$ cat src/byte_stack_with_front_drain_unit_macros.svh
`ifndef BYTE_STACK_WITH_FRONT_DRAIN_UNIT_MACROS_SVH
`define BYTE_STACK_WITH_FRONT_DRAIN_UNIT_MACROS_SVH

// property that must hold at every clock edge out of reset
`define BSWFD_ASSERT(name, clk, rst_n, prop, msg) \
  name: assert property (@(posedge clk) disable iff (!rst_n) prop) else $error(msg);

// condition that must never be seen out of reset
`define BSWFD_NEVER(name, clk, rst_n, cond, msg) \
  name: assert property (@(posedge clk) disable iff (!rst_n) !(cond)) else $error(msg);

`endif

$ cat src/bswfd_pkg.sv
package bswfd_pkg;

  localparam int DATA_W = 8;
  localparam int FILL_W = 9;
  localparam int CNT_W  = 7;

  localparam int DEPTH_DEF    = 256;
  localparam int MAX_TAKE_DEF = 64;
  localparam logic [FILL_W-1:0] CAP_RESET = 9'd256;

  // command queue between front and back
  localparam int CQ_DEPTH = 2;
  localparam int CQ_PTR_W = 1;
  localparam int CQ_CNT_W = 2;

  // result queue on the output side
  localparam int OUT_DEPTH = 4;
  localparam int OUT_PTR_W = 2;
  localparam int OUT_CNT_W = 3;

  typedef enum logic [1:0] {
    OP_PUSH  = 2'd0,
    OP_POP   = 2'd1,
    OP_TAKE  = 2'd2,
    OP_CLEAR = 2'd3
  } op_e;

  typedef enum logic [1:0] {
    ST_OK       = 2'd0,
    ST_OVERFLOW = 2'd1,
    ST_EMPTY    = 2'd2,
    ST_FAULT    = 2'd3
  } status_e;

  typedef enum logic {
    BK_IDLE = 1'b0,
    BK_TAKE = 1'b1
  } back_state_e;

  typedef struct packed {
    logic [1:0]        op;
    logic [DATA_W-1:0] data_in;
    logic [CNT_W-1:0]  take_count;
  } in_item_t;

  typedef struct packed {
    logic [1:0]        status;
    logic [DATA_W-1:0] data_out;
    logic              data_valid;
    logic              last;
    logic [FILL_W-1:0] fill_level;
  } out_item_t;

  typedef struct packed {
    op_e               op;
    logic [DATA_W-1:0] data;
    logic [CNT_W-1:0]  count;
    logic              over_max;
    logic              zero;
  } cmd_t;

endpackage

$ cat src/bswfd_front.sv
module bswfd_front #(
  parameter int MAX_TAKE = bswfd_pkg::MAX_TAKE_DEF
) (
  input  logic                clk_i,
  input  logic                rst_ni,
  input  bswfd_pkg::in_item_t in_item_i,
  input  logic                push_i,
  output logic                full_o,
  output bswfd_pkg::cmd_t     cmd_o,
  output logic                cmd_valid_o,
  input  logic                cmd_take_i
);

  localparam int PW = bswfd_pkg::CQ_PTR_W;
  localparam int CW = bswfd_pkg::CQ_CNT_W;

  bswfd_pkg::cmd_t q_mem [bswfd_pkg::CQ_DEPTH];
  bswfd_pkg::cmd_t dec;
  logic [PW-1:0]   wr_ptr_q, wr_ptr_d, rd_ptr_q, rd_ptr_d;
  logic [CW-1:0]   cnt_q, cnt_d;
  logic            push_ok, take_ok;

  // classify the incoming item
  always_comb begin
    dec.op       = bswfd_pkg::op_e'(in_item_i.op);
    dec.data     = in_item_i.data_in;
    dec.count    = in_item_i.take_count;
    dec.over_max = 32'(in_item_i.take_count) > MAX_TAKE;
    dec.zero     = in_item_i.take_count == '0;
  end

  assign full_o      = cnt_q == CW'(bswfd_pkg::CQ_DEPTH);
  assign cmd_valid_o = cnt_q != '0;
  assign cmd_o       = q_mem[rd_ptr_q];
  assign push_ok     = push_i && !full_o;
  assign take_ok     = cmd_take_i && cmd_valid_o;

  always_comb begin
    wr_ptr_d = push_ok ? wr_ptr_q + 1'b1 : wr_ptr_q;
    rd_ptr_d = take_ok ? rd_ptr_q + 1'b1 : rd_ptr_q;
    unique case ({push_ok, take_ok})
      2'b10:   cnt_d = cnt_q + 1'b1;
      2'b01:   cnt_d = cnt_q - 1'b1;
      default: cnt_d = cnt_q;
    endcase
  end

  always_ff @(posedge clk_i or negedge rst_ni) begin
    if (!rst_ni) begin
      wr_ptr_q <= '0;
      rd_ptr_q <= '0;
      cnt_q    <= '0;
    end else begin
      wr_ptr_q <= wr_ptr_d;
      rd_ptr_q <= rd_ptr_d;
      cnt_q    <= cnt_d;
    end
  end

  always_ff @(posedge clk_i) begin
    if (push_ok) begin
      q_mem[wr_ptr_q] <= dec;
    end
  end

endmodule

$ cat src/bswfd_back.sv
`include "byte_stack_with_front_drain_unit_macros.svh"

module bswfd_back #(
  parameter int DEPTH = bswfd_pkg::DEPTH_DEF
) (
  input  logic                        clk_i,
  input  logic                        rst_ni,
  input  logic                        cfg_we_i,
  input  logic [bswfd_pkg::FILL_W-1:0] cfg_wdata_i,
  input  bswfd_pkg::cmd_t             cmd_i,
  input  logic                        cmd_valid_i,
  output logic                        cmd_take_o,
  output bswfd_pkg::out_item_t        out_item_o,
  output logic                        empty_o,
  input  logic                        pop_i
);

  localparam int FW  = bswfd_pkg::FILL_W;
  localparam int DW  = bswfd_pkg::DATA_W;
  localparam int NW  = bswfd_pkg::CNT_W;
  localparam int AW  = $clog2(DEPTH);
  localparam int SW  = ((AW > FW) ? AW : FW) + 1;
  localparam int OPW = bswfd_pkg::OUT_PTR_W;
  localparam int OCW = bswfd_pkg::OUT_CNT_W;

  logic [DW-1:0] mem_q [DEPTH];
  logic [DW-1:0] rdata_q;

  logic [FW-1:0] cap_q;
  logic [FW-1:0] fill_q, fill_d, eff_cap;
  logic [AW-1:0] bot_q, bot_d, bot_inc;
  logic [NW-1:0] remain_q, remain_d;
  bswfd_pkg::back_state_e state_q, state_d;

  logic [SW-1:0] top_sum, pop_sum;
  logic [AW-1:0] wr_addr, pop_addr, rd_addr;
  logic          we, re, space;

  logic          a_valid, a_rd, a_last;
  logic [1:0]    a_status;

  logic          b_valid_q, b_rd_q, b_last_q;
  logic [1:0]    b_status_q;
  logic [FW-1:0] b_fill_q;

  bswfd_pkg::out_item_t fifo_q [bswfd_pkg::OUT_DEPTH];
  bswfd_pkg::out_item_t b_item;
  logic [OPW-1:0] o_wr_q, o_rd_q;
  logic [OCW-1:0] o_cnt_q;
  logic           o_pop;

  always_ff @(posedge clk_i or negedge rst_ni) begin
    if (!rst_ni) begin
      cap_q <= bswfd_pkg::CAP_RESET;
    end else if (cfg_we_i) begin
      cap_q <= cfg_wdata_i;
    end
  end

  assign eff_cap = (32'(cap_q) > DEPTH) ? FW'(DEPTH) : cap_q;

  // circular addresses: top slot and newest byte
  assign top_sum  = SW'(bot_q) + SW'(fill_q);
  assign pop_sum  = top_sum - SW'(1);
  assign wr_addr  = (top_sum >= SW'(DEPTH)) ? AW'(top_sum - SW'(DEPTH)) : AW'(top_sum);
  assign pop_addr = (pop_sum >= SW'(DEPTH)) ? AW'(pop_sum - SW'(DEPTH)) : AW'(pop_sum);
  assign bot_inc  = (bot_q == AW'(DEPTH - 1)) ? '0 : bot_q + 1'b1;

  // room for one more result, counting the one in flight
  assign space = (o_cnt_q + OCW'(b_valid_q)) < OCW'(bswfd_pkg::OUT_DEPTH);

  always_comb begin
    state_d    = state_q;
    fill_d     = fill_q;
    bot_d      = bot_q;
    remain_d   = remain_q;
    cmd_take_o = 1'b0;
    we         = 1'b0;
    re         = 1'b0;
    rd_addr    = bot_q;
    a_valid    = 1'b0;
    a_rd       = 1'b0;
    a_last     = 1'b1;
    a_status   = bswfd_pkg::ST_OK;
    unique case (state_q)
      bswfd_pkg::BK_IDLE: begin
        if (cmd_valid_i && space) begin
          cmd_take_o = 1'b1;
          a_valid    = 1'b1;
          unique case (cmd_i.op)
            bswfd_pkg::OP_PUSH: begin
              if (fill_q >= eff_cap) begin
                a_status = bswfd_pkg::ST_OVERFLOW;
              end else begin
                we     = 1'b1;
                fill_d = fill_q + 1'b1;
              end
            end
            bswfd_pkg::OP_POP: begin
              if (fill_q == '0) begin
                a_status = bswfd_pkg::ST_EMPTY;
              end else begin
                re      = 1'b1;
                rd_addr = pop_addr;
                fill_d  = fill_q - 1'b1;
                a_rd    = 1'b1;
              end
            end
            bswfd_pkg::OP_TAKE: begin
              if (cmd_i.over_max || FW'(cmd_i.count) > fill_q) begin
                a_status = bswfd_pkg::ST_FAULT;
              end else if (!cmd_i.zero) begin
                re       = 1'b1;
                bot_d    = bot_inc;
                fill_d   = fill_q - 1'b1;
                a_rd     = 1'b1;
                remain_d = cmd_i.count - 1'b1;
                if (cmd_i.count != NW'(1)) begin
                  a_last  = 1'b0;
                  state_d = bswfd_pkg::BK_TAKE;
                end
              end
            end
            bswfd_pkg::OP_CLEAR: begin
              bot_d  = '0;
              fill_d = '0;
            end
            default: ;
          endcase
        end
      end
      bswfd_pkg::BK_TAKE: begin
        // one byte of the run per cycle from the bottom, while the result queue has room
        if (space) begin
          a_valid  = 1'b1;
          re       = 1'b1;
          bot_d    = bot_inc;
          fill_d   = fill_q - 1'b1;
          a_rd     = 1'b1;
          remain_d = remain_q - 1'b1;
          a_last   = remain_q == NW'(1);
          if (remain_q == NW'(1)) begin
            state_d = bswfd_pkg::BK_IDLE;
          end
        end
      end
      default: state_d = bswfd_pkg::BK_IDLE;
    endcase
  end

  always_ff @(posedge clk_i or negedge rst_ni) begin
    if (!rst_ni) begin
      state_q   <= bswfd_pkg::BK_IDLE;
      fill_q    <= '0;
      bot_q     <= '0;
      remain_q  <= '0;
      b_valid_q <= 1'b0;
    end else begin
      state_q   <= state_d;
      fill_q    <= fill_d;
      bot_q     <= bot_d;
      remain_q  <= remain_d;
      b_valid_q <= a_valid;
    end
  end

  always_ff @(posedge clk_i) begin
    b_rd_q     <= a_rd;
    b_last_q   <= a_last;
    b_status_q <= a_status;
    b_fill_q   <= fill_d;
  end

  always_ff @(posedge clk_i) begin
    if (we) begin
      mem_q[wr_addr] <= cmd_i.data;
    end
  end

  always_ff @(posedge clk_i) begin
    if (re) begin
      rdata_q <= mem_q[rd_addr];
    end
  end

  always_comb begin
    b_item.status     = b_status_q;
    b_item.data_out   = b_rd_q ? rdata_q : '0;
    b_item.data_valid = b_rd_q;
    b_item.last       = b_last_q;
    b_item.fill_level = b_fill_q;
  end

  assign empty_o    = o_cnt_q == '0;
  assign out_item_o = fifo_q[o_rd_q];
  assign o_pop      = pop_i && !empty_o;

  always_ff @(posedge clk_i or negedge rst_ni) begin
    if (!rst_ni) begin
      o_wr_q  <= '0;
      o_rd_q  <= '0;
      o_cnt_q <= '0;
    end else begin
      if (b_valid_q) begin
        o_wr_q <= o_wr_q + 1'b1;
      end
      if (o_pop) begin
        o_rd_q <= o_rd_q + 1'b1;
      end
      unique case ({b_valid_q, o_pop})
        2'b10:   o_cnt_q <= o_cnt_q + 1'b1;
        2'b01:   o_cnt_q <= o_cnt_q - 1'b1;
        default: o_cnt_q <= o_cnt_q;
      endcase
    end
  end

  always_ff @(posedge clk_i) begin
    if (b_valid_q) begin
      fifo_q[o_wr_q] <= b_item;
    end
  end

  `BSWFD_ASSERT(a_fill_bound, clk_i, rst_ni, 32'(fill_q) <= DEPTH, "fill count above depth")
  `BSWFD_ASSERT(a_out_room, clk_i, rst_ni, b_valid_q |-> (o_cnt_q < OCW'(bswfd_pkg::OUT_DEPTH)), "result queue overrun")
  `BSWFD_NEVER(a_take_remain, clk_i, rst_ni, (state_q == bswfd_pkg::BK_TAKE) && (remain_q == '0), "take run with nothing left")
  `BSWFD_ASSERT(a_take_no_cmd, clk_i, rst_ni, (state_q == bswfd_pkg::BK_TAKE) |-> !cmd_take_o, "command taken during take run")

endmodule

$ cat src/byte_stack_with_front_drain_unit.sv
// Byte buffer with push/pop at the top and a bulk take of the oldest bytes at
// the bottom. Items enter through a two-entry command queue; the back end does
// at most one memory access per cycle. Push, pop, clear, a fault and a take of
// zero each give one result, a take of n bytes gives n. A result is registered
// in the b stage before it enters the output queue, and the single read port
// of the byte store sets the one-byte-per-cycle rate while the output queue
// has room. Every result carries status and the fill level after it.
module byte_stack_with_front_drain_unit #(
  parameter int DEPTH    = bswfd_pkg::DEPTH_DEF,
  parameter int MAX_TAKE = bswfd_pkg::MAX_TAKE_DEF
) (
  input  logic                         clk_i,
  input  logic                         rst_ni,
  input  logic                         cfg_we_i,
  input  logic [bswfd_pkg::FILL_W-1:0] cfg_wdata_i,
  input  bswfd_pkg::in_item_t          in_item_i,
  input  logic                         push,
  output logic                         full,
  output bswfd_pkg::out_item_t         out_item_o,
  output logic                         empty,
  input  logic                         pop
);

  bswfd_pkg::cmd_t cmd;
  logic            cmd_valid, cmd_take;

  bswfd_front #(
    .MAX_TAKE(MAX_TAKE)
  ) u_front (
    .clk_i      (clk_i),
    .rst_ni     (rst_ni),
    .in_item_i  (in_item_i),
    .push_i     (push),
    .full_o     (full),
    .cmd_o      (cmd),
    .cmd_valid_o(cmd_valid),
    .cmd_take_i (cmd_take)
  );

  bswfd_back #(
    .DEPTH(DEPTH)
  ) u_back (
    .clk_i      (clk_i),
    .rst_ni     (rst_ni),
    .cfg_we_i   (cfg_we_i),
    .cfg_wdata_i(cfg_wdata_i),
    .cmd_i      (cmd),
    .cmd_valid_i(cmd_valid),
    .cmd_take_o (cmd_take),
    .out_item_o (out_item_o),
    .empty_o    (empty),
    .pop_i      (pop)
  );

endmodule

$ cat config.mk
export PLATFORM = sky130hd
export DESIGN_NAME = byte_stack_with_front_drain_unit
export DESIGN_NICKNAME = d
export VERILOG_FILES = /design/src/bswfd_pkg.sv /design/src/bswfd_front.sv /design/src/bswfd_back.sv /design/src/byte_stack_with_front_drain_unit.sv
export VERILOG_INCLUDE_DIRS = /design/src /design/src/src
export SDC_FILE = /design/constraint.sdc
export NUM_CORES = 2
export LEC_CHECK = 0
export BUFFER_PORTS_ARGS = -buffer_cell sky130_fd_sc_hd__buf_2
export CAP_MARGIN = 10
export CORE_AREA = 2 2 435 523
export DETAILED_ROUTE_END_ITERATION = 10
export DIE_AREA = 0 0 437 525
export PLACE_DENSITY = 0.61
export RECOVER_POWER = 100
export SYNTH_ARGS = -nofsm -noshare
export SYNTH_HDL_FRONTEND = slang
export SYNTH_SLANG_ARGS = --single-unit
$ cat constraint.sdc
create_clock -name clk_i -period 14.1 [get_ports clk_i]
set_input_delay 0.705 -clock clk_i [delete_from_list [all_inputs] [get_ports clk_i]]
set_output_delay 0.705 -clock clk_i [all_outputs]
set_load 0.01 [all_outputs]
==> metrics <==
period utilisation layout=0.661; relative slew slack=-2.42; TritonRoute pass-1 iters=6; nets@finish=5137; post-route ant nets=0; Placer Congestion=0.866; register area=66800 um^2; initial antenna violation count=7; Setup Total Neg Slack=0 ns; Top FF cell, synth=edfxtp_1; Clock Tree Buf Depth=4; Hold Crit Class=input port to flip-flop; worst ir drop on vdd=0.283 mV; FFs w/ async S/R, synth=0.0206; I/O pin count=54; die height=525 um; Clock transition at path regs=0.07 ns; Synth cell types=95; CP required=14.71 ns; fillcell total=19400; ranking of synthesized cells by area=edfxtp_1 73%, mux4_2 10%, nand2_1 2.1%, nor2_1 1.4%, a22oi_1 1.3%; clock skew=0.0704 ns; Post CTS Setup Buffer Count=0; routing usage on met1=0.271; arrival time at the worst endpoint=9.92 ns; Yosys top cell area share=0.733; wire per inst=29.0 um; met2 usage=0.329; critical path launch point type=flip-flop; measured slew at the worst slew-check pin=5.13 ns; Worst R2R Path Depth=14; post-detailed-route DRC marker count=0; worst r2r dst=u_back.rdata_q[0]; Core ar.=225000 um^2; clk sink count=2237; die width=437 um; Mapped Cells=4991; synth cell count leaders=2178 x edfxtp_1, 495 x nand2_1, 399 x mux4_2; Critical path origin=u_front.rd_ptr_q; DR vias=47900; endpoint type of the worst setup path=flip-flop; placed insts=7833; busiest grt layer=met2; Tmin final=9.31 ns; DR vias/cell=5.83; end of the critical path=u_back.rdata_q[0]; post-synth net total=5071; Layout area overhead=11.1%; leak pwr=0.0310 uW; R2R Setup Slk=4.79 ns; Slew Viols, Final=1969; H-tree depth=4; worst-skew pair later-pin latency=0.90 ns; first-pass GRT wire length=342000 um; RSZ-0062 raised after global routing=no; GRT Total Usage=0.203; RR Startpoint=u_front.rd_ptr_q; Max-Cap Viols=34; largest net degree at the start of global routing=119; Clk Tree Root Cell=clkbuf_16; Die Area=229000 um^2; Fmax achieved=107 MHz; met3 Use GR=0.0352; WL final=238000 um; CTS tree=built; outcome=complete, but fails checks; leading area contributor after synthesis=edfxtp_1; Design Area, Final=99100 um^2; hold slack=0.0679 ns; via count of the first global-routing pass=47300; Seq cells post-synth=2237; WS Path Type=flip-flop to flip-flop; Layout Cells excl Fill=8209; setup violators final=0; Post-Syn Area=89200 um^2; YS warnings=0; DP HPWL=140000 um; layout cell share with drive strength beyond 1=0.158; FP Rows=191; First DRT Iteration DRCs=5869; Multi-input gate area=20600 um^2; Initial Utilization=0.397; failing checks=capacitance limit, slew limit; number of hold violations in the final report=0; register area share after synthesis=0.749; total grt overflow=0; EDFF count, synth=2178; I/O Buffers=53; most common cell in the netlist=edfxtp_1; Inserted Clock Buffers=212; Post-DP Area=92600 um^2; Pwr Density=225 nW/um^2; Syn Area/Cell=17.9 um^2; CP Max Fanout=56
## worst max-delay path, cell delays in order, from the launching register on
cell and delay, ns:
dfrtp_1 0.42, mux2i_1 0.40, ha_1 0.30, a21boi_0 0.89, nand4_1 0.17, buf_4 0.34, nand2_8 0.52, buf_4 0.73
clkbuf_1 2.50, mux4_2 0.74, a22oi_1 0.39, a32oi_1 0.30, a21oi_1 0.70, or3_1 0.37, a41oi_1 0.08
## report_power, final
part / internal (uW) / leakage, uW / total [uW] / switching (uW)
clock: 3330 / 0.00333 / 5790 / 2460
combinational: 2630 / 0.00734 / 7910 / 5280
sequential: 8440 / 0.0203 / 8610 / 176
total: 14400 / 0.0310 / 22300 / 7910
## worst min path at each step
stage / to / start / slack [ns] / cells past startpoint
global route: u_front.q_mem[0][11] / in_item_i[9] / 0.04 / 1
detailed placement: u_back.fifo_q[2][6] / u_back.b_fill_q[6] / 0.47 / 0
global placement: u_back.fifo_q[2][4] / u_back.b_fill_q[4] / 0.45 / 0
CTS: u_front.q_mem[0][14] / in_item_i[12] / 0.02 / 1
floorplan: u_back.b_valid_q / rst_ni / 0.41 / 0
finish: u_front.q_mem[0][11] / in_item_i[9] / 0.07 / 1
## layer usage
| layer | vias to the layer above | wire length [um] |
|---|---|---|
| met5 | - | 23 |
| met4 | 4 | 10600 |
| met3 | 456 | 19100 |
| met2 | 2243 | 115000 |
| met1 | 25100 | 93200 |
| li1 | 20100 | - |
## repair_timing
action / CTS / global route
endpoints found under the hold margin: 45 / 0
hold buffers: 1 / 0
gates resized for setup: 0 / 0
## logic make-up after synthesis
logic type | share of synthesized area
DFF | 0.749
and+or+nand+nor | 0.0643
AOI/OAI and AO/OA | 0.0466
muxes | 0.109
buffers and inverters | 0.0209
adders and majority gates | 0.00704
xor gates and xnor gates | 0.00328
## flip-flops by register name (all words and copies together) (netlist names), 7 cells and up
| signal | flops |
|---|---|
| u_back.rdata_q | 8 |
| u_back.remain_q | 7 |
| u_front.q_mem | 38 |
| u_back.fifo_q | 84 |
| u_back.mem_q | 2048 |
| u_back.b_fill_q | 9 |
| u_back.cap_q | 9 |
| u_back.bot_q | 8 |
| u_back.fill_q | 9 |
## through the flow
step | worst slack (ns) | power (uW) | utilization
floorplan | 9.52 | 13900 | -
global route | 4.01 | 23100 | 0.441
detailed placement | 6.76 | 16600 | 0.412
CTS | 6.78 | 22300 | 0.443
global placement | 6.85 | 16500 | 0.412
finish | 4.79 | 22300 | 0.441
## layout by cell type (no fill, tap or decap), drive strengths merged, types with 13 or more instances in the layout
master	count
a2111oi	19
a211oi	47
a21oi	115
a22oi	152
a31oi	31
a32oi	22
and2	25
and3	57
buf	73
bufinv	30
clkbuf	328
clkinv	76
clkinvlp	14
dfrtp	45
dfxtp	13
edfxtp	2178
ha	47
inv	41
mux2	20
mux2i	48
mux4	400
nand2	496
nand3	217
nand4	34
nor2	334
nor3	37
nor4	23
o21ai	56
o22ai	26
or2	14
or3	13
xnor2	19
## cell type report
type                            instances  area share
Timing Repair Buffer                  151     0.00930
Inverter                               39     0.00148
Clock inverter                        122      0.0141
Antenna cell                            2   0.0000505
Tap cell                             2991      0.0377
Sequential cell                      2237       0.674
Multi-Input combinational cell       2416       0.208
Clock buffer                          251      0.0556
(Power assumes the default switching activity.)
